File: config.mk
export PLATFORM = sky130hd
export DESIGN_NAME = ptmw_regs
export DESIGN_NICKNAME = d
export VERILOG_FILES = /design/src/hw/rtl/ptmw_pkg.sv /design/src/hw/rtl/ptmw_regs.sv
export SDC_FILE = /design/constraint.sdc
export NUM_CORES = 1
export LEC_CHECK = 0
export ABC_AREA = 1
export BUFFER_PORTS_ARGS = -buffer_cell sky130_fd_sc_hd__buf_2
export CORE_ASPECT_RATIO = 2
export CORE_UTILIZATION = 40
export CTS_CLUSTER_DIAMETER = 150
export DETAILED_ROUTE_END_ITERATION = 16
export GPL_TIMING_DRIVEN = 0
export HOLD_SLACK_MARGIN = 0.05
export PLACE_DENSITY_LB_ADDON = 0.3
export SLEW_MARGIN = 20
export SYNTH_ARGS = -nofsm -noshare
export SYNTH_HDL_FRONTEND = slang
export SYNTH_SLANG_ARGS = --single-unit
File: constraint.sdc
create_clock -name clk -period 2.2 [get_ports clk]
set_clock_uncertainty 0.1 [all_clocks]
set_input_delay 0.22 -clock clk [delete_from_list [all_inputs] [get_ports clk]]
set_output_delay 0.22 -clock clk [all_outputs]
set_load 0.01 [all_outputs]
File: src/hw/rtl/ptmw_pkg.sv
// shared types, constants and helper functions of the page table map walker
`timescale 1ns / 1ps
`default_nettype none
package ptmw_pkg;

  // geometry of the table pool
  localparam int TABLE_PAGES_DEF   = 64;
  localparam int ENTRIES_PER_TABLE = 512;
  localparam int IDX_W             = 9;
  localparam int VA_W              = 48;
  localparam int PAGE_SHIFT        = 12;
  localparam int FRAME_W           = VA_W - PAGE_SHIFT;
  localparam int DESC_W            = 64;
  localparam int NFP_W             = 7;
  localparam int NFP_MAX           = 127;

  // configuration port
  localparam int CFG_DATA_W = 64;
  localparam int CFG_ADDR_W = 4;
  localparam logic REG_POOL_BASE  = 1'b0;
  localparam logic REG_FIRST_FREE = 1'b1;
  localparam logic [NFP_W-1:0] FIRST_FREE_RST = 7'd1;

  // mapping modes
  localparam logic [1:0] MODE_KERNEL = 2'd0;
  localparam logic [1:0] MODE_DEVICE = 2'd1;
  localparam logic [1:0] MODE_UCODE  = 2'd2;
  localparam logic [1:0] MODE_UDATA  = 2'd3;

  // walk levels
  localparam logic [1:0] LVL_0    = 2'd0;
  localparam logic [1:0] LVL_1    = 2'd1;
  localparam logic [1:0] LVL_2    = 2'd2;
  localparam logic [1:0] LVL_PAGE = 2'd3;

  // descriptor bits
  localparam logic [DESC_W-1:0] BIT_UXN         = 64'h0040_0000_0000_0000;
  localparam logic [DESC_W-1:0] BIT_PXN         = 64'h0020_0000_0000_0000;
  localparam logic [DESC_W-1:0] BIT_AF          = 64'h0000_0000_0000_0400;
  localparam logic [DESC_W-1:0] INNER_SHAREABLE = 64'h0000_0000_0000_0300;
  localparam logic [DESC_W-1:0] OUTER_SHAREABLE = 64'h0000_0000_0000_0200;
  localparam logic [DESC_W-1:0] AP_EL0_RW       = 64'h0000_0000_0000_0040;
  localparam logic [DESC_W-1:0] ATTR_DEV        = 64'h0000_0000_0000_0008;
  localparam logic [DESC_W-1:0] DESC_VLD        = 64'h0000_0000_0000_0003;
  localparam logic [PAGE_SHIFT-1:0] TBL_LOW = 12'h003;

  // configuration seen by the sequencer
  typedef struct packed {
    logic [FRAME_W-1:0] pool_frame;
    logic [NFP_W-1:0]   first_free;
    logic               load_free;
  } cfg_t;

  // table index of a virtual address at one level
  function automatic logic [IDX_W-1:0] level_index(input logic [VA_W-1:0] va,
                                                   input logic [1:0] lvl);
    logic [IDX_W-1:0] r;
    case (lvl)
      LVL_0:   r = va[47:39];
      LVL_1:   r = va[38:30];
      LVL_2:   r = va[29:21];
      default: r = va[20:12];
    endcase
    return r;
  endfunction

  // level-3 page descriptor for a mode
  function automatic logic [DESC_W-1:0] make_desc(input logic [1:0] md,
                                                  input logic [VA_W-1:0] pa);
    logic [DESC_W-1:0] base;
    logic [DESC_W-1:0] extra;
    base = {16'h0000, pa[VA_W-1:PAGE_SHIFT], {PAGE_SHIFT{1'b0}}} | BIT_AF | DESC_VLD;
    case (md)
      MODE_KERNEL: extra = INNER_SHAREABLE | BIT_UXN | BIT_PXN;
      MODE_DEVICE: extra = ATTR_DEV | OUTER_SHAREABLE | BIT_UXN | BIT_PXN;
      MODE_UCODE:  extra = AP_EL0_RW | INNER_SHAREABLE | BIT_PXN;
      default:     extra = AP_EL0_RW | INNER_SHAREABLE | BIT_UXN | BIT_PXN;
    endcase
    return base | extra;
  endfunction

endpackage
`default_nettype wire

File: src/hw/rtl/ptmw_regs.sv
// configuration registers behind the apb-style port
`timescale 1ns / 1ps
`default_nettype none
module ptmw_regs (
  input  wire logic                           clk,
  input  wire logic                           rst,
  input  wire logic                           psel,
  input  wire logic                           penable,
  input  wire logic                           pwrite,
  input  wire logic [ptmw_pkg::CFG_ADDR_W-1:0] paddr,
  input  wire logic [ptmw_pkg::CFG_DATA_W-1:0] pwdata,
  output logic      [ptmw_pkg::CFG_DATA_W-1:0] prdata,
  output logic                                 pready,
  output ptmw_pkg::cfg_t                       cfg
);
  import ptmw_pkg::*;

  logic [VA_W-1:0]  pool_base;
  logic [NFP_W-1:0] first_free;
  logic             wr_en;
  logic             reg_sel;

  assign pready  = 1'b1;
  assign wr_en   = psel & penable & pwrite;
  // registers sit on 8-byte boundaries
  assign reg_sel = paddr[3];

  // register writes
  always_ff @(posedge clk) begin
    if (rst) begin
      pool_base  <= '0;
      first_free <= FIRST_FREE_RST;
    end else if (wr_en) begin
      if (reg_sel == REG_POOL_BASE) begin
        pool_base <= pwdata[VA_W-1:0];
      end else begin
        first_free <= pwdata[NFP_W-1:0];
      end
    end
  end

  // read back
  always_comb begin
    if (reg_sel == REG_POOL_BASE) begin
      prdata = {{(CFG_DATA_W-VA_W){1'b0}}, pool_base};
    end else begin
      prdata = {{(CFG_DATA_W-NFP_W){1'b0}}, first_free};
    end
  end

  // a write of first_free_page also restarts allocation there
  assign cfg.pool_frame = pool_base[VA_W-1:PAGE_SHIFT];
  assign cfg.first_free = pwdata[NFP_W-1:0];
  assign cfg.load_free  = wr_en & (reg_sel == REG_FIRST_FREE);

endmodule
`default_nettype wire

Yosys cells after proc, flatten, opt, wreduce, memory -nomap -nowiden
Index checks and enable logic that the tools add are counted.
- bits in registers: 55
- output and inout port bits: 109
- logic and storage cells: 9
- muxes and demuxes: 1
- bitwise gates (word level): 4
- reductions and logical operators: 2
- operators with widths (operator ; number):
    two-way mux 48 bit ; 1
    AND reduction 2 bit ; 2
    AND 1 bit ; 3
    inverter 1 bit ; 1

Depth between registers and ports, before layout
Gate-level depths: netlist of run 1.
- word-level depth: 3
- gate-level depth with buffers: 6
- depth with buffers taken out: 5

Worst setup path after synthesis of run 1
No wires, ideal clock.
- kind: input port to output port
- start: input port paddr[3] (netlist name)
- end: output port prdata[15] (netlist name)
- arrival: 0.801 ns
- required time: 1.880 ns
- slack: 1.079 ns
- stages on the path: 3
- path buffers: 2
- path through: buf_2 clkbuf_1 nor2_1
- cells in the longest elaborated chain, start to end: 1
- RTL lines (item ; line ; source):
    from (decl) ; ptmw_regs.sv:10 ; input wire logic [ptmw_pkg::CFG_ADDR_W-1:0] paddr,
    two-way mux 48 bit ; ptmw_regs.sv:44 ; if (reg_sel == REG_POOL_BASE) begin
    to (decl) ; ptmw_regs.sv:12 ; output logic [ptmw_pkg::CFG_DATA_W-1:0] prdata,
No other way between the ends.

Final worst setup path of run 1
- start: input port paddr[3] (netlist name)
- end: output port prdata[11] (netlist name)
Same word-level chain as after synthesis.

==> qor.yml, run 1 <==
cts_htree_levels: 2
netlist_instances: 522
sw_frac_of_total_pct: 25.7
die_x_um: 65.4
finalSetupViolCount: 0
postCtsResizedCells: 0
worstSetupEndpointType: "output pin"
grt-ovfl-total: 0
path_clk_slew_ns: 0.07
vias_per_cell: 4.17
area_growth_pct: 32.9
fillers: 804
rows: 45
vias: 3273
antenna_found_initial: 0
clock-sinks: 55
yosys.area.top_type_share_pct: 34.3
syn_avg_cell_area_sq_um: 6.15
worstPathArrival_ns: 1.26
fin_setup_tns_ns: 0
grt_start_max_net_pins: 16
peakVddDrop_uv: 511
grt_pass1_vias: 2784
cts_tree: "done"
post-cts-setup-buffers: 0
pwr_density_cell_nw_per_um2: 536
slew_violations: 0
initial_utilization_pct: 41.9
fp.dieH_um: 129
synth_cell_types: 16
gp_congestion: 0.788
p_clk_share_pct: 36.3
maxCapViolCount: 0
critPathRequiredTime_ns: 1.88
p_int_mw: 1.70
ys_ff_latch: 55
n_antenna_cell: 0
crit_fanout: 10
dp_hpwl_um: 6240
power_frac_seq_pct: 46.0
switchingPower_mw: 0.588
yosys_warnings: 0
core_area_sq_um: 7660
start_kind: "input port"
postCtsHoldBufs: 0
clkLatencyLatePin_ns: 0.29
p_leak_nw: 2.52
dr.pass1.iters: 4
die-area_sq_um: 8410
grt_pass1_wl_um: 12300
drt_wl_total_um: 7820
pwr-share-comb_pct: 17.7
status: "complete, no violations"
rsz0062_at_grt: "no"
drtAntennaViolNets: 0
fin_crit_ns: 1.58
grt_use_total_pct: 18.8
power.total_mw: 2.29
cts-root-buf: "clkbuf_16"
wl_per_cell_um: 9.98
drt-initial-drc-count: 131
hold_viol_final: 0
path_class: "in -> out"
synth_top_area_cell: "dfxtp_1"
drcViolationCount: 0
syn-cell-area_sq_um: 3210
numPortBuffers: 145
layout-drive-gt1-share_pct: 33.8
fmax_mhz: 632
min_path_type: "in -> reg"
ioPinCount: 182
fin_nets: 762
clock_path_buffers: 2
seq_area_frac_synth_pct: 34.3
synth_area_leaders: "dfxtp_1, nor2_1, buf_4, inv_1, nand2_1"
fin_crit_sh_pct: 71.9
cts_made_buffers: 5
synthesized netlist by cell type:
| cell | number |
|---|---|
| inv_2 | 1 |
| conb_1 | 2 |
| buf_1 | 6 |
| nand2_1 | 77 |
| nor2_2 | 1 |
| nand3_1 | 55 |
| buf_2 | 13 |
| nor2_4 | 2 |
| buf_6 | 3 |
| clkbuf_1 | 5 |
| nor2_1 | 149 |
| inv_1 | 91 |
| dfxtp_1 | 55 |
| nand3_2 | 1 |
| buf_4 | 60 |
| o21ai_0 | 1 |
worst max-delay path, cell delays in order:
cell and delay, ns:
buf_2 0.08, buf_2 0.24, buf_1 0.42, nor2_1 0.13
buf_2 0.16
path summary, 6_finish.rpt:
kind	from	end	slack, ns	depth (start not counted)
min reg2reg	pool_base[5]$_SDFFE_PP0P_	pool_base[5]$_SDFFE_PP0P_	0.38	2
max	paddr[3]	prdata[11]	0.62	5
min	pwdata[0]	first_free[0]$_SDFFE_PP1P_	0.09	3
max reg2reg	pool_base[14]$_SDFFE_PP0P_	pool_base[14]$_SDFFE_PP0P_	1.50	2
cells by family (layout without fill, tap and decap cells):
group,after synthesis,count (layout),share of synthesized area (%)
AOI/OAI and AO/OA,1,1,0.156
buffers and inverters,179,332,29.1
DFF,55,55,34.3
other,2,17,0.234
and+or+nand+nor,285,285,36.2
layout by cell type, fill, tap and decap left out:
cell	count
buf_1	6
buf_2	158
buf_4	60
buf_6	3
clkbuf_1	6
clkbuf_16	5
clkbuf_8	2
conb_1	17
dfxtp_1	55
inv_1	91
inv_2	1
nand2_1	77
nand3_1	55
nand3_2	1
nor2_1	149
nor2_2	1
nor2_4	2
o21ai_0	1
metrics by stage:
| step | setup WS, ns | utilization (%) | cell area, sq um | hold slack (ns) | instances |
|---|---|---|---|---|---|
| after floorplan | 1.08 | - | 3270 | 0.246 | 537 |
| after global placement | 0.600 | 53.7 | 4110 | 0.363 | 776 |
| after detailed placement | 0.597 | 53.7 | 4110 | 0.371 | 776 |
| after CTS | 0.592 | 55.7 | 4270 | 0.0903 | 784 |
| after global routing | 0.490 | 55.7 | 4270 | 0.0993 | 784 |
| final | 0.618 | 55.7 | 4270 | 0.0921 | 784 |
registers in the layout (all words and copies together) (netlist names):
name / count
pool_base: 48
first_free: 7
routing by layer:
layer | GRT usage, % | vias to the layer above | part of all wire [%]
met5 | 0 | - | 0
met4 | 9.21 | 0 | 2.2
met3 | 3.01 | 12 | 4.6
met2 | 35.0 | 101 | 54
met1 | 19.8 | 1397 | 39
li1 | - | 1763 | -
final cells by class:
| cell class | count | area [sq um] | area share [%] |
|---|---|---|---|
| buffer | 87 | 591 | 13.8 |
| clock buffer | 8 | 156 | 3.66 |
| inverter | 92 | 345 | 8.09 |
| multi-input combinational | 303 | 1230 | 28.8 |
| sequential | 55 | 1100 | 25.8 |
| tap | 94 | 118 | 2.76 |
| timing repair buffer | 145 | 726 | 17.0 |
power by group through the flow:
stage	Sequential (mW)	Clock, mW	Combinational (mW)
3_5_place_dp	1.08	0	0.407
2_1_floorplan	1.07	0	0.270
3_3_place_gp	1.08	0	0.401
5_1_grt	1.06	0.904	0.453
6_report	1.05	0.831	0.404
4_1_cts	1.05	0.850	0.408
Note: power is estimated with default switching activity, not from simulation.
==> inputs of run 2 (changes only) <==
==> constraint.sdc (replaced) <==
create_clock -name clk -period 1.6 [get_ports clk]
set_clock_uncertainty 0.1 [all_clocks]
set_input_delay 0.16 -clock clk [delete_from_list [all_inputs] [get_ports clk]]
set_output_delay 0.16 -clock clk [all_outputs]
set_load 0.01 [all_outputs]
==> qor.yml, run 2 (same netlist as run 1, synthesis figures left out) <==
r2r-start: "pool_base[35]$_SDFFE_PP0P_"
vias_per_cell: 4.16  # -0.31%
fmax_mhz: 687
rows: 45  # unchanged
largest_reg_flops: 48  # unchanged
hold_end: "pool_base[20]$_SDFFE_PP0P_"
clock_path_buffers: 2  # unchanged
die_x_um: 65.4  # unchanged
peakVddDrop_uv: 703  # +37%
area_growth_pct: 33.2
rsz0062_at_grt: "no"
finalSetupViolCount: 0  # unchanged
p_leak_nw: 2.52  # +0.17%
grt_pass1_wl_um: 12300  # +0.33%
drt_wl_total_um: 7840  # +0.19%
min_path_type: "in -> reg"
reg2reg_depth: 2  # unchanged
gp_congestion: 0.788  # unchanged
fin_crit_ns: 1.46
worst_slack_ns: 0.144  # -0.473 ns
dr.pass1.iters: 4  # unchanged
cts_htree_levels: 2  # unchanged
drcViolationCount: 0  # unchanged
crit_fanout: 10  # unchanged
pwr_density_cell_nw_per_um2: 736  # +37%
cts_made_buffers: 5  # unchanged
path_class: "in -> out"
dp_slack_ns: 0.117  # -0.480 ns
hold-path-cell-count: 5  # +2
clkLatencyLatePin_ns: 0.29  # about the same
clock-sinks: 55  # unchanged
cp_top_family: "buffers and inverters"
grt_pass1_vias: 2790  # +0.22%
critPathBufInv: 4  # unchanged
status: "complete, no violations"
numPortBuffers: 145  # unchanged
hold_viol_final: 0  # unchanged
fin_crit_sh_pct: 91.0
fin_area_sq_um: 4280  # +0.23%
critPathMostFrequentCell: "buf_2"
fin_cells: 785  # +0.13%
ff2ff_setup_slack_ns: 0.90  # -0.60 ns
utilization_pct: 55.9  # +0.13 points
vias: 3267  # -0.18%
critPathMaxStageDelay_ns: 0.42  # about the same
final_cell_mix: "buf_2, nor2_1, inv_1"
drt-initial-drc-count: 141  # +7.6%
maxCapViolCount: 0  # unchanged
cp_slowest_cell: "buf_1"
dp_cells: 776  # unchanged
biggestRegsByFlops: "pool_base (48), first_free (7)"
multi_input_area_sq_um: 1230  # unchanged
largest-register: "pool_base"
grt_use_total_pct: 18.9  # +0.054 points
fin_nets: 763  # +0.13%
critPathRequiredTime_ns: 1.34  # -0.54 ns
fin_setup_tns_ns: 0  # unchanged
fillers: 804  # unchanged
final_common_cell: "buf_2"
cts_tree: "done"
setup.worst_path.start: "paddr[3]"
fin_hold_ws_ns: 0.0830  # -0.00910 ns
cts-root-buf: "clkbuf_16"
path_cells: "buf_2, buf_2, buf_1, nor2_1, buf_2"
die-area_sq_um: 8410  # unchanged
worstPathArrival_ns: 1.20  # -0.06 ns
reg2reg_to: "pool_base[35]$_SDFFE_PP0P_"
wl_per_cell_um: 9.99  # about the same
grt_start_max_net_pins: 16  # unchanged
initial_utilization_pct: 41.9  # unchanged
path_clk_slew_ns: 0.07  # about the same
grt-ovfl-total: 0  # unchanged
worstSetupEndpointType: "output pin"
layout-drive-gt1-share_pct: 33.7  # -0.049 points
slew_violations: 0  # unchanged
n_antenna_cell: 0  # unchanged
ioPinCount: 182  # unchanged
start_kind: "input port"
fp.dieH_um: 129  # unchanged
dp_hpwl_um: 6240  # unchanged
core_area_sq_um: 7660  # unchanged
post-cts-setup-buffers: 0  # unchanged
timing.hold.worst.start: "pwdata[20]"
antenna_found_initial: 0  # unchanged
drtAntennaViolNets: 0  # unchanged
placed_area_sq_um: 4110  # unchanged
register_area_sq_um: 1100  # unchanged
power.total_mw: 3.15  # +38%
-- run 2: changes by cell type in the layout (fill, tap and decap cells not counted) --
cell and delta:
dlygate4sd3_1 +1
-- run 2: worst reg2reg max path: cells and delay by family (launching register included) --
| family | cells | cell delay, ns |
|---|---|---|
| flip-flops | 1 | 0.33 |
| AND/OR/NAND/NOR | 2 | 0.17 |
-- run 2: metal layers --
metal / track usage, % / up-vias / wire length [um]
met2: 35.1 / 103 / 4220
met5: 0 / - / 0
met3: 2.93 / 12 / 363
met4: 9.08 / 0 / 174
met1: 20.0 / 1387 / 3090
li1: - / 1765 / -
-- run 2: area by class of cell --
cell class                      instances  area share [%]
Multi-Input combinational cell        303            28.8
Sequential cell                        55            25.7
Timing Repair Buffer                  146            17.2
Buffer                                 87            13.8
Inverter                               92            8.07
Clock buffer                            8            3.66
Tap cell                               94            2.75
-- run 2: report_power, final --
| part | internal, mW | switching, mW |
|---|---|---|
| combinational | 0.256 | 0.302 |
| sequential | 1.42 | 0.0320 |
| clock | 0.667 | 0.474 |
-- run 2: timing repair --
item / in CTS / in global routing
endpoints found under the hold margin: 1 / 0
hold buffers: 1 / 0
resized for setup: 0 / 0
-- run 2: worst max path at each step --
stage | to | slack (ns) | cells past startpoint
after floorplan | prdata[15] | 0.60 | 3
after global placement | prdata[11] | 0.12 | 5
after detailed placement | prdata[11] | 0.12 | 5
after CTS | prdata[11] | 0.11 | 5
after global routing | prdata[11] | 0.01 | 5
final | prdata[11] | 0.14 | 5
