[src/hw/rtl/ptmw_pkg.sv]
// shared types, constants and helper functions of the page table map walker
`timescale 1ns / 1ps
`default_nettype none
package ptmw_pkg;

  // geometry of the table pool
  localparam int TABLE_PAGES_DEF   = 64;
  localparam int ENTRIES_PER_TABLE = 512;
  localparam int IDX_W             = 9;
  localparam int VA_W              = 48;
  localparam int PAGE_SHIFT        = 12;
  localparam int FRAME_W           = VA_W - PAGE_SHIFT;
  localparam int DESC_W            = 64;
  localparam int NFP_W             = 7;
  localparam int NFP_MAX           = 127;

  // configuration port
  localparam int CFG_DATA_W = 64;
  localparam int CFG_ADDR_W = 4;
  localparam logic REG_POOL_BASE  = 1'b0;
  localparam logic REG_FIRST_FREE = 1'b1;
  localparam logic [NFP_W-1:0] FIRST_FREE_RST = 7'd1;

  // mapping modes
  localparam logic [1:0] MODE_KERNEL = 2'd0;
  localparam logic [1:0] MODE_DEVICE = 2'd1;
  localparam logic [1:0] MODE_UCODE  = 2'd2;
  localparam logic [1:0] MODE_UDATA  = 2'd3;

  // walk levels
  localparam logic [1:0] LVL_0    = 2'd0;
  localparam logic [1:0] LVL_1    = 2'd1;
  localparam logic [1:0] LVL_2    = 2'd2;
  localparam logic [1:0] LVL_PAGE = 2'd3;

  // descriptor bits
  localparam logic [DESC_W-1:0] BIT_UXN         = 64'h0040_0000_0000_0000;
  localparam logic [DESC_W-1:0] BIT_PXN         = 64'h0020_0000_0000_0000;
  localparam logic [DESC_W-1:0] BIT_AF          = 64'h0000_0000_0000_0400;
  localparam logic [DESC_W-1:0] INNER_SHAREABLE = 64'h0000_0000_0000_0300;
  localparam logic [DESC_W-1:0] OUTER_SHAREABLE = 64'h0000_0000_0000_0200;
  localparam logic [DESC_W-1:0] AP_EL0_RW       = 64'h0000_0000_0000_0040;
  localparam logic [DESC_W-1:0] ATTR_DEV        = 64'h0000_0000_0000_0008;
  localparam logic [DESC_W-1:0] DESC_VLD        = 64'h0000_0000_0000_0003;
  localparam logic [PAGE_SHIFT-1:0] TBL_LOW = 12'h003;

  // configuration seen by the sequencer
  typedef struct packed {
    logic [FRAME_W-1:0] pool_frame;
    logic [NFP_W-1:0]   first_free;
    logic               load_free;
  } cfg_t;

  // table index of a virtual address at one level
  function automatic logic [IDX_W-1:0] level_index(input logic [VA_W-1:0] va,
                                                   input logic [1:0] lvl);
    logic [IDX_W-1:0] r;
    case (lvl)
      LVL_0:   r = va[47:39];
      LVL_1:   r = va[38:30];
      LVL_2:   r = va[29:21];
      default: r = va[20:12];
    endcase
    return r;
  endfunction

  // level-3 page descriptor for a mode
  function automatic logic [DESC_W-1:0] make_desc(input logic [1:0] md,
                                                  input logic [VA_W-1:0] pa);
    logic [DESC_W-1:0] base;
    logic [DESC_W-1:0] extra;
    base = {16'h0000, pa[VA_W-1:PAGE_SHIFT], {PAGE_SHIFT{1'b0}}} | BIT_AF | DESC_VLD;
    case (md)
      MODE_KERNEL: extra = INNER_SHAREABLE | BIT_UXN | BIT_PXN;
      MODE_DEVICE: extra = ATTR_DEV | OUTER_SHAREABLE | BIT_UXN | BIT_PXN;
      MODE_UCODE:  extra = AP_EL0_RW | INNER_SHAREABLE | BIT_PXN;
      default:     extra = AP_EL0_RW | INNER_SHAREABLE | BIT_UXN | BIT_PXN;
    endcase
    return base | extra;
  endfunction

endpackage
`default_nettype wire

[src/hw/rtl/ptmw_seq.sv]
// walk sequencer: clearing pass, table walk, allocation and result register
`timescale 1ns / 1ps
`default_nettype none
module ptmw_seq #(
  parameter int TABLE_PAGES = ptmw_pkg::TABLE_PAGES_DEF,
  parameter int ADDR_W      = $clog2(TABLE_PAGES) + ptmw_pkg::IDX_W
) (
  input  wire logic                          clk,
  input  wire logic                          rst,
  input  wire ptmw_pkg::cfg_t                cfg,
  // request channel
  input  wire logic                          in_valid,
  output logic                               in_ready,
  input  wire logic [1:0]                    mode,
  input  wire logic [5:0]                    root_page,
  input  wire logic [ptmw_pkg::VA_W-1:0]     virt_addr,
  input  wire logic [ptmw_pkg::VA_W-1:0]     phys_addr,
  // result channel
  output logic                               out_valid,
  input  wire logic                          out_ready,
  output logic [ptmw_pkg::DESC_W-1:0]        page_descriptor,
  output logic [ptmw_pkg::VA_W-1:0]          entry_address,
  output logic [1:0]                         tables_created,
  output logic                               out_of_tables,
  // table memory
  output logic                               mem_we,
  output logic [ADDR_W-1:0]                  mem_addr,
  output logic [ptmw_pkg::DESC_W-1:0]        mem_wdata,
  input  wire logic [ptmw_pkg::DESC_W-1:0]   mem_rdata,
  // shared frame adder
  output logic                               alu_sub,
  output logic [ptmw_pkg::FRAME_W-1:0]       alu_a,
  input  wire logic [ptmw_pkg::FRAME_W-1:0]  alu_y
);
  import ptmw_pkg::*;

  localparam int PG_W        = $clog2(TABLE_PAGES);
  localparam int DEPTH       = TABLE_PAGES * ENTRIES_PER_TABLE;
  localparam int ALLOC_LIMIT = (TABLE_PAGES < NFP_MAX) ? TABLE_PAGES : NFP_MAX;
  localparam int ROOT_CMP_W  = 14;

  localparam logic [2:0] S_CLR  = 3'd0;
  localparam logic [2:0] S_IDLE = 3'd1;
  localparam logic [2:0] S_RD   = 3'd2;
  localparam logic [2:0] S_CHK  = 3'd3;
  localparam logic [2:0] S_WR   = 3'd4;
  localparam logic [2:0] S_FIN  = 3'd5;
  localparam logic [2:0] S_POST = 3'd6;

  logic [2:0]        state;
  logic [2:0]        state_next;
  logic [ADDR_W-1:0] clr_cnt;
  logic [1:0]        level;
  logic [PG_W-1:0]   path;
  logic [NFP_W-1:0]  nfp;
  logic [1:0]        mode_q;
  logic [VA_W-1:0]   virt_q;
  logic [VA_W-1:0]   phys_q;
  logic [DESC_W-1:0] res_desc;
  logic [VA_W-1:0]   res_entry;
  logic [1:0]        res_tables;
  logic              res_fail;

  logic [IDX_W-1:0]  cur_idx;
  logic [1:0]        need;
  logic              short;
  logic              root_out;
  logic              leaves_pool;
  logic              slot_free;
  logic              accept;
  logic              clr_done;

  assign in_ready  = (state == S_IDLE);
  assign accept    = in_valid & in_ready;
  assign slot_free = ~out_valid | out_ready;
  assign clr_done  = (clr_cnt == ADDR_W'(DEPTH - 1));

  // walk arithmetic
  assign cur_idx     = level_index(virt_q, level);
  assign need        = LVL_PAGE - level;
  assign short       = (8'(nfp) + 8'(need)) > 8'(ALLOC_LIMIT);
  assign root_out    = ROOT_CMP_W'(root_page) >= ROOT_CMP_W'(TABLE_PAGES);
  assign leaves_pool = alu_y >= FRAME_W'(TABLE_PAGES);

  // shared adder: entry offset when checking, page address otherwise
  always_comb begin
    alu_sub = (state == S_CHK);
    case (state)
      S_CHK:   alu_a = mem_rdata[VA_W-1:PAGE_SHIFT];
      S_WR:    alu_a = FRAME_W'(nfp);
      default: alu_a = FRAME_W'(path);
    endcase
  end

  // memory port
  always_comb begin
    mem_we    = (state == S_CLR) | (state == S_WR) | (state == S_FIN);
    mem_addr  = {path, cur_idx};
    mem_wdata = make_desc(mode_q, phys_q);
    case (state)
      S_CLR: begin
        mem_addr  = clr_cnt;
        mem_wdata = '0;
      end
      S_WR: begin
        mem_wdata = {{(DESC_W-VA_W){1'b0}}, alu_y, TBL_LOW};
      end
      default: begin
      end
    endcase
  end

  // next state
  always_comb begin
    state_next = state;
    case (state)
      S_CLR:  if (clr_done) state_next = S_IDLE;
      S_IDLE: if (accept) state_next = root_out ? S_POST : S_RD;
      S_RD:   state_next = S_CHK;
      S_CHK: begin
        if (!mem_rdata[0]) begin
          state_next = short ? S_POST : S_WR;
        end else if (leaves_pool) begin
          state_next = S_POST;
        end else begin
          state_next = (level == LVL_2) ? S_FIN : S_RD;
        end
      end
      S_WR:   if (level == LVL_2) state_next = S_FIN;
      S_FIN:  state_next = S_POST;
      S_POST: if (slot_free) state_next = S_IDLE;
      default: state_next = S_CLR;
    endcase
  end

  // control registers
  always_ff @(posedge clk) begin
    if (rst) begin
      state     <= S_CLR;
      clr_cnt   <= '0;
      nfp       <= FIRST_FREE_RST;
      out_valid <= 1'b0;
    end else begin
      state <= state_next;
      if (state == S_CLR) begin
        clr_cnt <= clr_cnt + 1'b1;
      end
      // allocation pointer
      if (cfg.load_free) begin
        nfp <= cfg.first_free;
      end else if (state == S_WR) begin
        nfp <= nfp + 1'b1;
      end
      // output register
      if (state == S_POST && slot_free) begin
        out_valid <= 1'b1;
      end else if (out_ready) begin
        out_valid <= 1'b0;
      end
    end
  end

  // walk datapath registers
  always_ff @(posedge clk) begin
    case (state)
      S_IDLE: begin
        if (accept) begin
          mode_q     <= mode;
          phys_q     <= phys_addr;
          virt_q     <= (mode == MODE_DEVICE) ? phys_addr : virt_addr;
          path       <= PG_W'(root_page);
          level      <= LVL_0;
          res_desc   <= '0;
          res_entry  <= '0;
          res_tables <= '0;
          res_fail   <= root_out;
        end
      end
      S_CHK: begin
        if (!mem_rdata[0]) begin
          res_fail   <= short;
          res_tables <= short ? 2'd0 : need;
        end else if (leaves_pool) begin
          res_fail <= 1'b1;
        end else begin
          path  <= PG_W'(alu_y);
          level <= level + 1'b1;
        end
      end
      S_WR: begin
        path  <= PG_W'(nfp);
        level <= level + 1'b1;
      end
      S_FIN: begin
        res_desc  <= mem_wdata;
        res_entry <= {alu_y, cur_idx, 3'b000};
      end
      S_POST: begin
        if (slot_free) begin
          page_descriptor <= res_desc;
          entry_address   <= res_entry;
          tables_created  <= res_tables;
          out_of_tables   <= res_fail;
        end
      end
      default: begin
      end
    endcase
  end

  // the table memory is never written while waiting for a request
  a_no_write_idle: assert property (@(posedge clk) disable iff (rst)
    (state == S_IDLE) |-> !mem_we)
    else $error("table write while idle");

  // allocation pointer moves only on table creation or a config write
  a_nfp_hold: assert property (@(posedge clk) disable iff (rst)
    (state != S_WR && !cfg.load_free) |=> (nfp == $past(nfp)))
    else $error("allocation pointer moved unexpectedly");

  // a failed request reports nothing written
  a_fail_clean: assert property (@(posedge clk) disable iff (rst)
    (out_valid && out_of_tables) |-> (tables_created == 2'd0 && page_descriptor == '0))
    else $error("failed request carries a mapping");

  // an accepted request starts its walk or fails at once
  a_accept_next: assert property (@(posedge clk) disable iff (rst)
    accept |=> (state == S_RD || state == S_POST))
    else $error("bad state after accept");

  // the final write always uses the page level index
  a_fin_level: assert property (@(posedge clk) disable iff (rst)
    (state == S_FIN) |-> (level == LVL_PAGE))
    else $error("final write at wrong level");

endmodule
`default_nettype wire

[config.mk]
export PLATFORM = sky130hd
export DESIGN_NAME = ptmw_seq
export DESIGN_NICKNAME = d
export VERILOG_FILES = /design/src/hw/rtl/ptmw_pkg.sv /design/src/hw/rtl/ptmw_seq.sv
export SDC_FILE = /design/constraint.sdc
export NUM_CORES = 1
export LEC_CHECK = 0
export BUFFER_PORTS_ARGS = -buffer_cell sky130_fd_sc_hd__clkbuf_2
export CAP_MARGIN = 20
export CORE_AREA = 5 5 185 187
export DETAILED_ROUTE_END_ITERATION = 8
export DIE_AREA = 0 0 190 192
export PLACE_DENSITY_LB_ADDON = 0.2
export SYNTH_ARGS = -nofsm -noshare
export SYNTH_HDL_FRONTEND = slang
export SYNTH_SLANG_ARGS = --single-unit
[constraint.sdc]
create_clock -name clk -period 7.7 [get_ports clk]
set_clock_uncertainty 0.1 [all_clocks]
set_input_delay 1.155 -clock clk [delete_from_list [all_inputs] [get_ports clk]]
set_output_delay 1.155 -clock clk [all_outputs]
set_load 0.02 [all_outputs]
# --- Word-level counts from Yosys, hierarchy flattened ---
# Cells that the tools add are included.
word_totals:
  ff_bits: 362
  output_inout_bits: 234
  input_bits: 252
op_classes:
  bitwise: 6
  magnitude_cmp: 2
  muxes: 38
  n_reduce_logical: 16
  add_sub_neg: 5
  eq_ne: 20
op_table:
  columns: ["operator", "n"]
  rows:
  - ["$pmux 64 s2", 2]
  - ["$pmux 55 s3", 1]
  - ["$mux 48", 2]
  - ["$pmux 48 s2", 1]
  - ["$pmux 36 s2", 1]
  - ["$mux 64", 1]
  - ["$or 48x64->64", 1]
  - ["$ge 36x7->1 const B", 1]
  - ["$pmux 9 s3", 1]
  - ["$mux 3", 7]
  - ["$pmux 3 s7", 1]
  - ["$mux 6", 3]
  - ["$pmux 6 s3", 1]
  - ["$add 15x1->15 const B", 1]
  - ["$eq 15x15->1 const B", 1]
  - ["$mux 15", 1]
  - ["$mux 7", 2]
  - ["$mux 2", 6]
  - ["$ne 2x2->1 const B", 5]
  - ["$eq 3x3->1 const B", 3]
  - ["$add 7x2->8", 1]
  - ["$gt 8x7->1 const B", 1]
  - ["$reduce_and 4->1", 2]
  - ["$reduce_bool 2->1", 4]
  - ["22 further kinds", 37]

# --- Longest topological paths before layout ---
depth:
  depth_word: 6
  depth_mapped: 8
  mapped_depth_nobuf: 8

# --- Least setup slack after synthesis ---
# No wires, ideal clock.
synth_timing:
  path_kind: "input port to flip-flop"
  start: "in out_ready"
  end: "reg entry_address[10] in the netlist's numbering (enable)"
  arrival_time_ns: 5.294
  n_path_buf: 0
  cell_stages: 2
  setup_ns: 0.549
  slack_ns: 1.757
  cell_sequence: "nand2b_1 -> nor2b_1"
synth_via:
  elab_chain_len: 2
synth_lines:
  columns: ["item", "line", "source"]
  rows:
  - ["start: declaration", "ptmw_seq.sv:20", "input wire logic out_ready,"]
  - ["$or 1x1->1", "ptmw_seq.sv:75", "assign slot_free = ~out_valid | out_ready;"]
  - ["$reduce_and 2->1 (no line)", null, null]
  - ["end signal: assignment", "ptmw_seq.sv:201", "entry_address <= res_entry;"]
  - ["end: declaration", "ptmw_seq.sv:22", "output logic [ptmw_pkg::VA_W-1:0] entry_address,"]
# Every way passes these cells.
# A chain may end at the register's enable or synchronous reset.

# --- Worst setup path in the final report ---
layout_timing:
  start: "reg state[0]"
  end: "out alu_a[3] in the netlist's numbering"
layout_via:
  elab_chain_len: 2
layout_lines:
  columns: ["item", "line", "source"]
  rows:
  - ["start: declaration", "ptmw_seq.sv:50", "logic [2:0] state;"]
  - ["start signal: assignment", "ptmw_seq.sv:144", "state <= state_next;"]
  - ["$eq 3x3->1 or $eq 3x2->1 (tied branches)", "ptmw_seq.sv:88", "case (state)"]
  - ["$pmux 36 s2 *", "ptmw_seq.sv:88", null]
  - ["end: declaration", "ptmw_seq.sv:32", "output logic [ptmw_pkg::FRAME_W-1:0] alu_a,"]
# Mark *: on every way between the ends. The rest lies on a longest branch, timed or not.

==> summary.txt <==
Detailed routing
  – Detail-routed via count per cell: between 4 and 5
  – Post-DRT Antenna Nets: 0
  – Pre-antenna DRT Iters: 7
  – Violation count after the first detailed-routing iteration: about 570
  – Drt total wl: 34600 um
  – Wl on met1: between 10000 and 15000 um
  – Highest routed metal layer: met5
  – Routed length per placed instance: 20.3 um
  – WL met3: 2680 um
  – Met2 routed wirelength: roughly 17000 um
  – Number of remaining DRC errors: 0
  – Vias after detailed routing: about 8200

Layout
  – Finished Core Util: 47.0%
  – Final standard cell count with taps included and fillers excluded: around 1700
  – Area overhead of the layout relative to synthesis: 25.3%
  – Share of layout cells above drive strength 1: 37.4%
  – Layout Cell Area excl Fill: about 15000 sq um
  – Fill cell count: about 2900
  – Final-stage net count: about 1500

Placement
  – Final estimated routing congestion in global placement: ~0.84
  – Instance count after placement with tap cells included: roughly 1600
  – Dpl hpwl: between 20000 and 30000 um
  – Standard cell area after detailed placement: 14100 sq um
  – Minimum setup slack after placement: 3.55 ns
  – Port Buf Inserts: between 300 and 400

GRT
  – Overall fraction of global-route tracks in use: 18.0%
  – Maximum number of pins on one net before global-route repair: 75
  – First-pass GRT wire length: approximately 50000 um
  – Antenna violations before repair: 4
  – Via count of the first global-routing pass: 8070
  – Total congestion overflow: 0

Clock tree
  – CTS Root Cell: clkbuf_16
  – Number of buffers inserted by post-CTS setup repair: 0
  – Number of H-tree branching levels: 1
  – CTS clk-pin slew, worst paths: approximately 0.06 ns
  – CTS Buffer Depth: 3
  – CTS Hold Bufs: 0
  – CTS tree: done
  – Sink count of the clock tree: around 290
  – Clock network latency to the later pin of the worst-skew pair: approximately 0.55 ns
  – Count of cells resized by post-cts repair: 0
  – Number of buffers inserted during clock tree synthesis: 30

Die
  – Die X: roughly 190 um
  – Core footprint: around 32000 sq um
  – Die outline area: approximately 36000 sq um
  – Die Height: roughly 190 um
  – Initial core utilization: between 30% and 40%
  – Row Count: between 60 and 70
  – IO Pins: 486

STA
  – Worst path setup slack after routing: approximately 3 ns
  – Max-slew violation count: 0
  – Post-Route Setup TNS: 0 ns
  – Pin slew with the least headroom to its limit: approximately 1.0 ns
  – Final setup violation count: 0
  – Final worst path period need: 4.73 ns
  – RSZ-0062 raised after global routing: false
  – Worst-case headroom to the max-slew limit: 31.5%
  – Number of failing hold endpoints at the final stage: 0
  – Final period util: 61.4%
  – F_max: 212 MHz

Synthesis
  – Mapped Avg Cell Area: between 10 and 15 sq um
  – Cell area after technology mapping: between 10000 and 15000 sq um
  – Area fraction of the dominant cell type after synthesis: between 60% and 70%
  – Number of warnings reported in the yosys synthesis log: 0
  – Fraction of the yosys area taken by sequential cells: between 60% and 70%
  – EDFF count, synth: ~260
  – Count of state elements after synthesis: ~290
  – Commonest cells post-synth: 262 x edfxtp_1, 109 x nand2_1, 78 x and2_1, 56 x o21ai_0, 47 x buf_4
  – Synthesized netlist cell count: between 800 and 900
  – Most frequently used flop master after synthesis: edfxtp_1
  – Synth cell types: between 50 and 60
  – Leading cell type by number of instances after synthesis: edfxtp_1
  – Post-synthesis cell type with the largest combined area: edfxtp_1
  – Leading post-synthesis cells by cell area: edfxtp_1 65%, dfxtp_1 4.3%, mux2_2 4.1%
  – Async S/R FF share, synth: 0%

Setup path
  – Cell depth of the worst setup path: 7
  – Endpoint class of the critical path: output pin
  – Crit path max-delay cell type: dfxtp_1
  – Buf/Inv on CP: 3
  – Critical path data required time: roughly 6.4 ns
  – CP max FO: 33
  – Worst-case reg-to-reg path depth: 4
  – Most repeated library cell on the critical path: inv_1
  – Longest individual stage delay on the worst path: ~0.52 ns
  – Arrival time of the worst setup path: ~3.5 ns
  – Kind of critical path: flop to output pin
  – Cell chain of the critical path: inv_1 -> nor2_4 -> nand2_1 -> inv_1 -> nor2_1 -> a221o_1 -> clkbuf_2
  – Critical Path Start Type: flop
  – Dominant delay contributor by cell family on the critical path: simple AND/OR/NAND/NOR gates

Power
  – Leakage power total: 5.92 nW
  – Maximum vdd ir drop: between 0.15 and 0.2 mV
  – Power per cell area: roughly 220 nW/um^2

Job
  – Number of max-cap violations: 0

Outcome
  – Run status: completed

Min path
  – Worst hold path cell count: 0
  – HP Class: flop to flop
## sequential cells by signal, indices dropped and copies added (netlist names), 3 cells and up
name,flops
page_descriptor,42
state,3
virt_q,36
entry_address,45
res_entry,45
nfp,7
phys_q,36
clr_cnt,15
res_desc,42
path,6
## report_power, final
part / internal [mW] / leakage, nW / total [mW] / switching [mW]
logic: 0.0544 / 3.02 / 0.125 / 0.0709
registers: 1.69 / 2.39 / 1.70 / 0.00570
clock network: 0.929 / 0.506 / 1.53 / 0.603
total: 2.67 / 5.92 / 3.35 / 0.679
## per-layer routing
layer / global-route usage (%) / up-vias
met5: 0 / -
met4: 5.31 / 2
met3: 4.09 / 56
met2: 30.0 / 343
met1: 23.8 / 3893
li1: - / 3863
## final cells by class
cell class / count / area, sq um / area share [%]
timing repair buffer: 366 / 1870 / 12.3
tap: 442 / 553 / 3.64
sequential: 288 / 8390 / 55.2
multi-input combinational: 538 / 3280 / 21.6
clock inverter: 23 / 267 / 1.75
inverter: 12 / 46.3 / 0.305
antenna: 3 / 7.51 / 0.0494
clock buffer: 32 / 779 / 5.13
## logic make-up (layout without fill, tap and decap cells)
kind of cell | after synthesis | count (layout) | synth area share [%]
AND/OR/NAND/NOR | 322 | 322 | 13.5
adder cells (fa/ha/maj) | 9 | 9 | 0.991
XOR/XNOR | 17 | 17 | 1.23
flip-flops | 288 | 288 | 69.2
other | 1 | 44 | 0.0309
AO/OA/AOI/OAI | 101 | 101 | 5.47
buffers and inverters | 106 | 433 | 5.13
multiplexers | 48 | 48 | 4.42
## cells in the final DEF, fill, tap and decap left out, types with 10 or more instances in the layout
| master | synthesis | routed |
|---|---|---|
| a221o_1 | 12 | 12 |
| and2_1 | 78 | 78 |
| and3_1 | 32 | 32 |
| clkbuf_16 | 0 | 31 |
| clkbuf_2 | 1 | 357 |
| clkinv_1 | 2 | 10 |
| conb_1 | 1 | 41 |
| dfxtp_1 | 26 | 25 |
| edfxtp_1 | 262 | 262 |
| mux2_2 | 44 | 44 |
| nand2_1 | 109 | 108 |
| nand3_1 | 15 | 15 |
| nor2_1 | 45 | 45 |
| o21ai_0 | 56 | 56 |
| xnor2_1 | 10 | 10 |
## stage by stage
stage	hold slack, ns	power, mW
final	0.316	3.35
after global routing	0.321	3.46
after detailed placement	0.305	1.86
after CTS	0.318	3.39
after global placement	0.300	1.85
after floorplan	0.300	1.80
## worst reg2reg max path, cell delays in order (launching register included)
cell and delay (ns):
dfxtp_2 0.36, buf_4 0.45, nand3_1 0.25, nor2b_4 0.83
buf_4 0.79
## final timing paths
path | startpoint | to | slack (ns)
min reg2reg | res_desc[22] | page_descriptor[22] | 0.32
min | res_desc[22] | page_descriptor[22] | 0.32
max | state[0] | alu_a[3] | 2.97
max reg2reg | state[2] | page_descriptor[54] | 4.50
Power figures use the tool's default switching activity.
