[config.mk]
export PLATFORM = sky130hd
export DESIGN_NAME = ptmw_frame_alu
export DESIGN_NICKNAME = d
export VERILOG_FILES = /design/src/hw/rtl/ptmw_pkg.sv /design/src/hw/rtl/ptmw_frame_alu.sv
export SDC_FILE = /design/constraint.sdc
export NUM_CORES = 1
export LEC_CHECK = 0
export BUFFER_PORTS_ARGS = -buffer_cell sky130_fd_sc_hd__buf_2
export CORE_MARGIN = 2
export CORE_UTILIZATION = 56
export DETAILED_ROUTE_END_ITERATION = 16
export PLACE_DENSITY_LB_ADDON = 0.2
export SLEW_MARGIN = 30
export SYNTH_ARGS = -nofsm -noshare
export SYNTH_HDL_FRONTEND = slang
export SYNTH_SLANG_ARGS = --single-unit
[constraint.sdc]
create_clock -name vclk -period 8.9
set_clock_uncertainty 0.05 [all_clocks]
set_input_delay 0.445 -clock vclk [all_inputs]
set_output_delay 0.445 -clock vclk [all_outputs]
set_load 0.005 [all_outputs]
[src/hw/rtl/ptmw_pkg.sv]
// shared types, constants and helper functions of the page table map walker
`timescale 1ns / 1ps
`default_nettype none
package ptmw_pkg;

  // geometry of the table pool
  localparam int TABLE_PAGES_DEF   = 64;
  localparam int ENTRIES_PER_TABLE = 512;
  localparam int IDX_W             = 9;
  localparam int VA_W              = 48;
  localparam int PAGE_SHIFT        = 12;
  localparam int FRAME_W           = VA_W - PAGE_SHIFT;
  localparam int DESC_W            = 64;
  localparam int NFP_W             = 7;
  localparam int NFP_MAX           = 127;

  // configuration port
  localparam int CFG_DATA_W = 64;
  localparam int CFG_ADDR_W = 4;
  localparam logic REG_POOL_BASE  = 1'b0;
  localparam logic REG_FIRST_FREE = 1'b1;
  localparam logic [NFP_W-1:0] FIRST_FREE_RST = 7'd1;

  // mapping modes
  localparam logic [1:0] MODE_KERNEL = 2'd0;
  localparam logic [1:0] MODE_DEVICE = 2'd1;
  localparam logic [1:0] MODE_UCODE  = 2'd2;
  localparam logic [1:0] MODE_UDATA  = 2'd3;

  // walk levels
  localparam logic [1:0] LVL_0    = 2'd0;
  localparam logic [1:0] LVL_1    = 2'd1;
  localparam logic [1:0] LVL_2    = 2'd2;
  localparam logic [1:0] LVL_PAGE = 2'd3;

  // descriptor bits
  localparam logic [DESC_W-1:0] BIT_UXN         = 64'h0040_0000_0000_0000;
  localparam logic [DESC_W-1:0] BIT_PXN         = 64'h0020_0000_0000_0000;
  localparam logic [DESC_W-1:0] BIT_AF          = 64'h0000_0000_0000_0400;
  localparam logic [DESC_W-1:0] INNER_SHAREABLE = 64'h0000_0000_0000_0300;
  localparam logic [DESC_W-1:0] OUTER_SHAREABLE = 64'h0000_0000_0000_0200;
  localparam logic [DESC_W-1:0] AP_EL0_RW       = 64'h0000_0000_0000_0040;
  localparam logic [DESC_W-1:0] ATTR_DEV        = 64'h0000_0000_0000_0008;
  localparam logic [DESC_W-1:0] DESC_VLD        = 64'h0000_0000_0000_0003;
  localparam logic [PAGE_SHIFT-1:0] TBL_LOW = 12'h003;

  // configuration seen by the sequencer
  typedef struct packed {
    logic [FRAME_W-1:0] pool_frame;
    logic [NFP_W-1:0]   first_free;
    logic               load_free;
  } cfg_t;

  // table index of a virtual address at one level
  function automatic logic [IDX_W-1:0] level_index(input logic [VA_W-1:0] va,
                                                   input logic [1:0] lvl);
    logic [IDX_W-1:0] r;
    case (lvl)
      LVL_0:   r = va[47:39];
      LVL_1:   r = va[38:30];
      LVL_2:   r = va[29:21];
      default: r = va[20:12];
    endcase
    return r;
  endfunction

  // level-3 page descriptor for a mode
  function automatic logic [DESC_W-1:0] make_desc(input logic [1:0] md,
                                                  input logic [VA_W-1:0] pa);
    logic [DESC_W-1:0] base;
    logic [DESC_W-1:0] extra;
    base = {16'h0000, pa[VA_W-1:PAGE_SHIFT], {PAGE_SHIFT{1'b0}}} | BIT_AF | DESC_VLD;
    case (md)
      MODE_KERNEL: extra = INNER_SHAREABLE | BIT_UXN | BIT_PXN;
      MODE_DEVICE: extra = ATTR_DEV | OUTER_SHAREABLE | BIT_UXN | BIT_PXN;
      MODE_UCODE:  extra = AP_EL0_RW | INNER_SHAREABLE | BIT_PXN;
      default:     extra = AP_EL0_RW | INNER_SHAREABLE | BIT_UXN | BIT_PXN;
    endcase
    return base | extra;
  endfunction

endpackage
`default_nettype wire

[src/hw/rtl/ptmw_frame_alu.sv]
// shared page-frame adder used for offsets, table addresses and entry addresses
`timescale 1ns / 1ps
`default_nettype none
module ptmw_frame_alu (
  input  wire logic                        sub,
  input  wire logic [ptmw_pkg::FRAME_W-1:0] a,
  input  wire logic [ptmw_pkg::FRAME_W-1:0] b,
  output logic      [ptmw_pkg::FRAME_W-1:0] y
);
  import ptmw_pkg::*;

  // frame arithmetic wraps modulo the 48-bit address space
  always_comb begin
    if (sub) begin
      y = a - b;
    end else begin
      y = a + b;
    end
  end

endmodule
`default_nettype wire

---- Word-level counts from Yosys, hierarchy flattened ----
Index checks and enable logic that the tools add are counted.
storage, ports and cells
  bits in registers ....................... 0
  input port bits ......................... 73
  logic and storage cells ................. 3
  output and inout port bits .............. 36
cells by class
  muxes and demuxes ....................... 1
  $add $sub $neg .......................... 2
operators with widths
  cell               number
  adder 36 bit       1
  2-to-1 mux 36 bit  1
  subtractor 36 bit  1

---- Logic depth before layout (Yosys ltp) ----
Gate-level depths: netlist (run 1).
  depth in word-level cells ............... 2
  mapped depth ............................ 18
  depth with buffers taken out ............ 17

---- Worst setup path before layout (run 1) ----
Ideal clock, no wire load.
  path kind ............................... input to output
  start ................................... input b[5] (netlist name)
  end ..................................... output y[33] (netlist name)
  path buffers ............................ 0
  stages on the path ...................... 14
  required time ........................... 8.405 ns
  path slack .............................. 4.591 ns
  arrival ................................. 3.814 ns
  cells stage by stage .................... or3_1 or3_1 or2_1 nor3_2 nor2_1 xnor2_1 ha_1 nand2_1 o21ai_0 nor3_1 o21a_1 o41ai_1 a41oi_1 xnor2_1
between the ends
  word-level cells in the longest chain between the ends .. 2
  elaborated cells between the ends (all ways) .. 3
  classes of those cells .................. 2 x add/sub; 1 x mux
ends and longest elaborated chain
  item                                               line                                        source
  start: declaration                                 ptmw_frame_alu.sv:7                         input wire logic [ptmw_pkg::FRAME_W-1:0] b,
  adder 36 bit or subtractor 36 bit (tied branches)  ptmw_frame_alu.sv:17, ptmw_frame_alu.sv:15
  2-to-1 mux 36 bit *                                ptmw_frame_alu.sv:14                        if (sub) begin
  end: declaration                                   ptmw_frame_alu.sv:8                         output logic [ptmw_pkg::FRAME_W-1:0] y
Mark *: on every way between the ends. The rest lies on a longest branch, timed or not.

---- Worst setup path after layout (run 1) ----
Ends and elaborated chain as after synthesis.

==> results of run 1 <==
layout make-up:
class                      instances  area [um2]
fill                             435        1400
inverter                          16        60.1
multi-input combinational        376        2640
tap                               67        83.8
timing repair buffer             109         546
worst max-delay path, stage by stage:
cell	delay, ps
sky130_fd_sc_hd__buf_2	110
sky130_fd_sc_hd__or3_1	460
sky130_fd_sc_hd__or3_1	390
sky130_fd_sc_hd__or2_1	270
sky130_fd_sc_hd__nor3_2	330
sky130_fd_sc_hd__nor2_1	100
sky130_fd_sc_hd__xnor2_1	160
sky130_fd_sc_hd__ha_1	390
sky130_fd_sc_hd__nand2_1	110
sky130_fd_sc_hd__o21ai_0	350
sky130_fd_sc_hd__nor3_1	140
sky130_fd_sc_hd__o21a_1	130
sky130_fd_sc_hd__o41ai_1	850
sky130_fd_sc_hd__a41oi_1	240
sky130_fd_sc_hd__xnor2_1	170
sky130_fd_sc_hd__buf_2	130
power by group through the flow:
stage                     registers, mW  logic, mW  clock network (mW)
final                                 0      0.341                   0
after global routing                  0      0.380                   0
after CTS                             0      0.339                   0
after detailed placement              0      0.337                   0
after global placement                0      0.331                   0
after floorplan                       0      0.225                   0
worst paths after layout:
check               end  cells after the start  slack [ps]
hold / removal     y[0]                      4        1210
setup / recovery  y[33]                     16        3620
Yosys cell counts (2+ instances only):
cell	number
sky130_fd_sc_hd__a211oi_1	5
sky130_fd_sc_hd__a21o_1	16
sky130_fd_sc_hd__a21oi_1	54
sky130_fd_sc_hd__a311oi_1	3
sky130_fd_sc_hd__a31oi_1	9
sky130_fd_sc_hd__a41o_1	2
sky130_fd_sc_hd__a41oi_1	2
sky130_fd_sc_hd__and3_1	4
sky130_fd_sc_hd__clkbuf_1	14
sky130_fd_sc_hd__ha_1	36
sky130_fd_sc_hd__inv_1	16
sky130_fd_sc_hd__nand2_1	26
sky130_fd_sc_hd__nand2b_1	3
sky130_fd_sc_hd__nand3_1	2
sky130_fd_sc_hd__nand4_1	6
sky130_fd_sc_hd__nor2_1	43
sky130_fd_sc_hd__nor2b_1	5
sky130_fd_sc_hd__nor3_1	11
sky130_fd_sc_hd__nor3b_1	2
sky130_fd_sc_hd__nor4_1	5
sky130_fd_sc_hd__nor4b_1	2
sky130_fd_sc_hd__o211ai_1	3
sky130_fd_sc_hd__o21a_1	6
sky130_fd_sc_hd__o21ai_0	22
sky130_fd_sc_hd__o21ai_1	4
sky130_fd_sc_hd__o21bai_1	7
sky130_fd_sc_hd__o31a_1	2
sky130_fd_sc_hd__or3_1	6
sky130_fd_sc_hd__or4_1	2
sky130_fd_sc_hd__xnor2_1	53
sky130_fd_sc_hd__xor2_1	13
layer usage:
metal | GRT usage, % | vias to the layer above | wire length, um
met5 | 0 | - | 0
met4 | 7.47 | 0 | 160
met3 | 1.90 | 15 | 549
met2 | 50.9 | 162 | 3800
met1 | 36.0 | 1502 | 3420
li1 | - | 1691 | -
cell families (layout without fill, tap and decap cells):
logic type	count (synthesis)	after routing	share of synthesized area, %
AOI/OAI and AO/OA	143	143	32.1
and+or+nand+nor	128	128	24.6
xor gates and xnor gates	67	67	21.6
adders and majority gates	37	37	17.1
buffers and inverters	31	125	4.23
muxes	1	1	0.364
==> flow_summary.ini, run 1 <==
[grt]
number_of_antenna_violations_at_the_first_check_in_global_routing = 0
globalRouteTotalUtil_pct = 28.2
first_global_vias = 3000
grt_start_max_net_pins = 36
grt_first_pass_wirelength_mm = 12.7
grt_overflow = 0

[power]
totalPowerFinal_mw = 0.341
pwr-share-clk_pct = 0
power_density_over_the_cells_nw_per_um2 = 103
cellInternalPower_mw = 0.158
p_leak_nw = 1.55
seq_power_share_pct = 0
power_switching_mw = 0.184
maximum_resistive_drop_on_vdd_mv = 0.0610
part_of_the_total_power_dissipated_in_combinational_logic_pct = 100.0
switching_share_pct = 53.8

[worst_setup_path]
worst_setup_path_start_kind = input pin
cp_data_arrival_time_ps = 4790
cp-startpoint = b[5]
worst_setup_path_end_kind = output port
timing.critical_path.required_ps = 8410
criticalPathCategory = in -> out
critical_path.max_fanout = 6

[layout]
area.growth.synth_to_final_pct = 20.8
area.sequential_um2 = 0
final_layout_size_suffix_gt1_share_pct = 23.4
finalCoreUtilization_pct = 70.4
n_clock_buffer = 0
num-nets-final = 613
fin_area_um2 = 3330
commonest_non_fill_non_tap_cell_in_the_layout = sky130_fd_sc_hd__buf_2
instances_no_fill = 568
diodes = 0
layout_common_cells = sky130_fd_sc_hd__buf_2, sky130_fd_sc_hd__a21oi_1, sky130_fd_sc_hd__xnor2_1
seq_cell_count = 0

[worst_hold_path]
hold_path.class = in -> out
hold_path.startpoint = b[0]

[sta]
max-slew-margin-rel_pct = 38.4
setup_viol = 0
setup-tns-final_ps = 0
maxClockFrequency_mhz = 189
fin_ws_ps = 3620
fin_hold_ws_ps = 1210
period_needed_ps = 5280
final_cycle_share_pct = 59.4
hold_violations = 0
worst-slew-pin-transition_ps = 912
final-max-slew-violation-count = 0
rsz0062_at_grt = false

[synth]
synth_area_per_inst_um2 = 6.76
yosys-top-cells-area = sky130_fd_sc_hd__xnor2_1, sky130_fd_sc_hd__ha_1, sky130_fd_sc_hd__a21oi_1, sky130_fd_sc_hd__nor2_1, sky130_fd_sc_hd__a21o_1
yosysSeqAreaShare_pct = 0
post_synth_inst_count = 407
synth.top_cell.area_share_pct = 16.9
netlist_area_um2 = 2750
yosys.cell_types.count = 54
yosysWarningCount = 0
synth_fp_nets = 517
yosysTopAreaCell = sky130_fd_sc_hd__xnor2_1

[route]
final_antenna_net_count = 0
drc = 0
avgViaCountPerCell = 5.93
postRouteWirelength_mm = 7.94
drtPass1Iterations = 5
number_of_vias_after_detailed_routing = 3370
dr.first_iter.drc_count = 171
drt-wirelength-per-cell_um = 14.0

[clocking]
ctsResizeCount = 0
cts_setup_buffers = 0
cts_hold_buf = 0

[place]
place_ws_ps = 3760
dp.cells = 568
io_buffers = 109
dp_hpwl_mm = 6.74
dpl_cell_area_um2 = 3330
globalplace.congestion = 0.976

[floorplan]
num_io_pins = 109
initial_utilization_pct = 58.3
fp-row-count = 25
floorplan.die_area_um2 = 5490
design.core.area_um2 = 4720
chipHeight_um = 74.1
die_x_um = 74.1

[run_status]
run_status = completed

[flow_run]
drv_cap = 0
No activity file was read; power rests on OpenSTA's default activity.
==> inputs of run 2 (changes only) <==
- CORE_UTILIZATION: 56 -> 47
- clock period: 8.9 -> 4.4 ns (I/O delays scaled with it)
==> run 2 against run 1 <==
Die area increased by 18%. Critical path depth up 1. Design area increased by 3.3%. Combinational power is 110% higher. Count of clock-buffer cells in the layout is the same. Global-route usage down 3.2 points. Worst setup slack got worse by 3400 ps. Final cell count increased by 3.2%. Total power increased by 110%. Utilization decreased by 8.7 points. Non-clock buffer count increased by 13. Largest power group unchanged. Highest routed layer unchanged.
==> flow_summary.ini, run 2 (synthesis results as in run 1) <==
[power]
p_leak_nw = 1.61
power_switching_mw = 0.382
switching_share_pct = 53.3
pwr-share-clk_pct = 0
maximum_resistive_drop_on_vdd_mv = 0.114
power_density_over_the_cells_nw_per_um2 = 208
cellInternalPower_mw = 0.334
seq_power_share_pct = 0
part_of_the_total_power_dissipated_in_combinational_logic_pct = 100.0

[clocking]
cts_hold_buf = 0
ctsResizeCount = 0
cts_setup_buffers = 0

[worst_setup_path]
timing.critical_path.required_ps = 4130
cp_data_arrival_time_ps = 3890
crit_path_top_delay_cell = sky130_fd_sc_hd__o41ai_1
critical_path.max_fanout = 6
timing.critical_path.slowest_cell_delay_ps = 410
cells_traversed_along_the_worst_timing_path = buf_2, or3_1, or3_1, or2_1, nor3_2, nor2_1, xnor2_1, ha_1, nand2_1, o21ai_0, nor3_1, o21a_1, o41ai_1, buf_4, a41oi_1, xnor2_1, buf_2
worst_setup_path_start_kind = input pin
cp-startpoint = b[3]
criticalPathCategory = in -> out
worst_setup_path_end_kind = output port

[run_status]
run_status = completed

[layout]
layout_common_cells = sky130_fd_sc_hd__buf_2, sky130_fd_sc_hd__xnor2_1, sky130_fd_sc_hd__a21oi_1
num-nets-final = 626
diodes = 0
instances_no_fill = 586
multi_input_area_um2 = 2640
area.sequential_um2 = 0
area.growth.synth_to_final_pct = 24.9
number_of_inserted_filler_cells_in_the_final_layout = 570
seq_cell_count = 0
final_layout_size_suffix_gt1_share_pct = 25.7
commonest_non_fill_non_tap_cell_in_the_layout = sky130_fd_sc_hd__buf_2
n_clock_buffer = 0

[grt]
grt_overflow = 0
globalRouteTotalUtil_pct = 25.0
number_of_antenna_violations_at_the_first_check_in_global_routing = 0
first_global_vias = 3059
grt_first_pass_wirelength_mm = 13.4
grt_start_max_net_pins = 21

[floorplan]
design.core.area_um2 = 5570
fp-row-count = 27
initial_utilization_pct = 49.4
num_io_pins = 109
chipHeight_um = 80.5
floorplan.die_area_um2 = 6490
die_x_um = 80.5

[worst_hold_path]
hold_path.startpoint = b[0]
hold_path.class = in -> out

[sta]
worst-slew-pin-transition_ps = 452
hold_violations = 0
maxClockFrequency_mhz = 241
final-max-slew-violation-count = 0
final_cycle_share_pct = 94.4
setup_viol = 0
setup-tns-final_ps = 0
max-slew-margin-rel_pct = 69.6
period_needed_ps = 4160
rsz0062_at_grt = false

[route]
drc = 0
avgViaCountPerCell = 5.72
drt-wirelength-per-cell_um = 14.3
postRouteWirelength_mm = 8.36
dr.first_iter.drc_count = 100
number_of_vias_after_detailed_routing = 3354
drtPass1Iterations = 4
final_antenna_net_count = 0

[place]
globalplace.congestion = 0.941
io_buffers = 109
dp.cells = 586
dp_hpwl_mm = 7.24

[flow_run]
drv_cap = 0
==> run 2: changes by cell type in the layout (fill, tap and decap cells not counted) <==
cell	change
sky130_fd_sc_hd__buf_4	+13
sky130_fd_sc_hd__a21oi_1	-2
sky130_fd_sc_hd__a21oi_2	+2
==> run 2: critical path, delay by kind of cell <==
kind / cells / cell delay, ps
simple gates: 7 / 1500
compound gates: 4 / 1020
fa+ha+maj: 1 / 400
xor+xnor: 2 / 280
buf+inv: 3 / 450
==> run 2: path summary, 6_finish.rpt <==
check                    to  cells past startpoint
worst max-delay path  y[33]                     17
worst min-delay path   y[0]                      4
==> run 2: per-layer routing <==
| layer | up-vias | wire, um | global-route usage (%) |
|---|---|---|---|
| met2 | 116 | 4010 | 45.8 |
| met1 | 1511 | 3740 | 32.1 |
| met4 | 0 | 152 | 4.07 |
| met5 | - | 0 | 0 |
| li1 | 1713 | - | - |
| met3 | 14 | 462 | 1.80 |
==> run 2: power by group through the flow <==
| stage | Sequential (mW) | Combinational [mW] | Clock, mW |
|---|---|---|---|
| 6_report | 0 | 0.715 | 0 |
| 5_1_grt | 0 | 0.794 | 0 |
| 4_1_cts | 0 | 0.709 | 0 |
| 3_5_place_dp | 0 | 0.705 | 0 |
| 3_3_place_gp | 0 | 0.697 | 0 |
| 2_1_floorplan | 0 | 0.455 | 0 |
==> run 2: per-stage QoR <==
step,hold slack [ps],utilization [%],total power [mW],cell area [um2],setup WS [ps]
final,755,61.7,0.715,3440,244
after global routing,776,61.7,0.794,3440,14.7
after CTS,756,61.5,0.709,3430,201
after detailed placement,754,61.5,0.705,3430,219
after global placement,750,61.5,0.697,3430,341
after floorplan,521,-,0.455,2750,541
==> run 2: area by class of cell <==
class | count | area share (%)
inverters | 16 | 1.75
multi-input cells | 376 | 76.9
well taps | 72 | 2.62
repair buffers | 122 | 18.7
==> inputs of run 3 (changes only) <==
- ABC_AREA: default -> 1
- CORE_UTILIZATION: 47 -> 50
==> run 3 against run 2 <==
Design area is 26% higher. Via count is 41% higher. Worst setup slack improved by 720 ps. Synthesized area up 34%. Sequential share of layout area unchanged. Highest routed layer unchanged.
==> flow_summary.ini, run 3 <==
[route]
postRouteWirelength_mm = 11.9
drt-wirelength-per-cell_um = 12.7
dr.first_iter.drc_count = 285
drtPass1Iterations = 5
avgViaCountPerCell = 5.03
final_antenna_net_count = 0
number_of_vias_after_detailed_routing = 4715
drc = 0

[synth]
netlist_area_um2 = 3690
synthMostInstantiatedCell = sky130_fd_sc_hd__nand2_1
yosysTopAreaCell = sky130_fd_sc_hd__nand2_1
synth.top_cell.area_share_pct = 25.1
synth_area_per_inst_um2 = 5.03
synth_fp_nets = 844
post_synth_inst_count = 734
yosysSeqAreaShare_pct = 0
yosys-top-cells-area = sky130_fd_sc_hd__nand2_1, sky130_fd_sc_hd__inv_1, sky130_fd_sc_hd__ha_1, sky130_fd_sc_hd__xor2_1, sky130_fd_sc_hd__nor2_1
synth_commonest_cells = sky130_fd_sc_hd__nand2_1, sky130_fd_sc_hd__inv_1, sky130_fd_sc_hd__nor2_1
yosys.cell_types.count = 31
yosysWarningCount = 0

[sta]
fin_hold_ws_ps = 754
final_cycle_share_pct = 78.2
hold_violations = 0
max-slew-margin-rel_pct = 42.1
period_needed_ps = 3440
worst-slew-pin-transition_ps = 867
final-max-slew-violation-count = 0
rsz0062_at_grt = false
maxClockFrequency_mhz = 291
setup-tns-final_ps = 0
setup_viol = 0
fin_ws_ps = 961

[worst_setup_path]
crit_path_top_delay_cell = sky130_fd_sc_hd__ha_1
critical_path.max_fanout = 8
cp_data_arrival_time_ps = 3170
worst_path_dominant_cell_family = simple AND/OR/NAND/NOR gates
worst_setup_path_end_kind = output port
timing.critical_path.slowest_cell_delay_ps = 430
cells_traversed_along_the_worst_timing_path = buf_2, inv_1, ha_1, nand4_1, nor2_1, nand2_1, xor2_1, nand2_1, o21ai_0, ha_1, nand2_1, nor2_1, inv_1, nor3_1, nand2_1, nand2_2, nand2_1, nand2_1, nand2_1, nand2_1, buf_2
timing.critical_path.required_ps = 4130
worst_setup_path_start_kind = input pin
criticalPathCategory = in -> out
critical_path.most_common_cell = sky130_fd_sc_hd__nand2_1
path_buf_inv = 4

[layout]
seq_cell_count = 0
final_layout_size_suffix_gt1_share_pct = 16.3
layout_common_cells = sky130_fd_sc_hd__nand2_1, sky130_fd_sc_hd__inv_1, sky130_fd_sc_hd__buf_2
diodes = 0
n_clock_buffer = 0
area.sequential_um2 = 0
num-nets-final = 950
number_of_inserted_filler_cells_in_the_final_layout = 832
commonest_non_fill_non_tap_cell_in_the_layout = sky130_fd_sc_hd__nand2_1
area.growth.synth_to_final_pct = 17.5

[power]
power_density_over_the_cells_nw_per_um2 = 170
totalPowerFinal_mw = 0.737
maximum_resistive_drop_on_vdd_mv = 0.0799
p_leak_nw = 2.63

[grt]
first_global_vias = 4362
number_of_antenna_violations_at_the_first_check_in_global_routing = 0
grt_first_pass_wirelength_mm = 19.5
grt_overflow = 0
globalRouteTotalUtil_pct = 28.3
grt_start_max_net_pins = 31

[worst_hold_path]
holdPathStages = 4
hold_path.class = in -> out
hold-path-endpoint = y[0]
hold_path.startpoint = b[0]

[place]
dp_hpwl_mm = 10.7
globalplace.congestion = 0.981
place_ws_ps = 1020
io_buffers = 109

[clocking]
cts_setup_buffers = 0
ctsResizeCount = 0
cts_hold_buf = 0

[floorplan]
num_io_pins = 109
design.core.area_um2 = 7210
floorplan.die_area_um2 = 8080
die_x_um = 89.9
chipHeight_um = 89.9
fp-row-count = 31
initial_utilization_pct = 51.1

[flow_run]
drv_cap = 0

[run_status]
run_status = completed
## run 3: power by group
group	switching, mW	total, mW	internal (mW)
registers	0	0	0
clock network	0	0	0
logic	0.451	0.737	0.286
total	0.451	0.737	0.286
## run 3: worst max path at each step
| stage | slack [ps] | from | depth (start not counted) | to |
|---|---|---|---|---|
| floorplan | 1800 | b[1] | 20 | y[35] |
| global placement | 1080 | b[1] | 18 | y[35] |
| detailed placement | 1020 | b[1] | 21 | y[25] |
| CTS | 1030 | b[1] | 21 | y[25] |
| global route | 640 | b[1] | 21 | y[25] |
| finish | 960 | b[1] | 21 | y[25] |
## run 3: area by class of cell
| class | instances | area (um2) | area share, % |
|---|---|---|---|
| Multi-Input combinational cell | 585 | 3130 | 72.1 |
| Timing Repair Buffer | 109 | 546 | 12.6 |
| Tap cell | 99 | 124 | 2.86 |
| Inverter | 144 | 541 | 12.5 |
## run 3: through the flow
stage,cell area [um2],instances,utilization [%]
global placement,4340,937,60.1
finish,4340,937,60.1
detailed placement,4340,937,60.1
floorplan,3690,734,-
CTS,4340,937,60.1
global route,4340,937,60.1
## run 3: cell families after synthesis
group / after synthesis / synth area share [%]
and+or+nand+nor: 420 / 48.5
buffers and inverters: 149 / 15.3
AOI/OAI and AO/OA: 77 / 11.4
xor gates and xnor gates: 51 / 12.1
adders and majority gates: 37 / 12.8
## run 3: routing by layer
| layer | global-route usage, % | share of wire [%] | wire [um] |
|---|---|---|---|
| met5 | 0 | 0 | 0 |
| met4 | 4.23 | 1.3 | 158 |
| met3 | 0.671 | 5.5 | 660 |
| met2 | 48.0 | 45 | 5320 |
| met1 | 41.0 | 48 | 5780 |
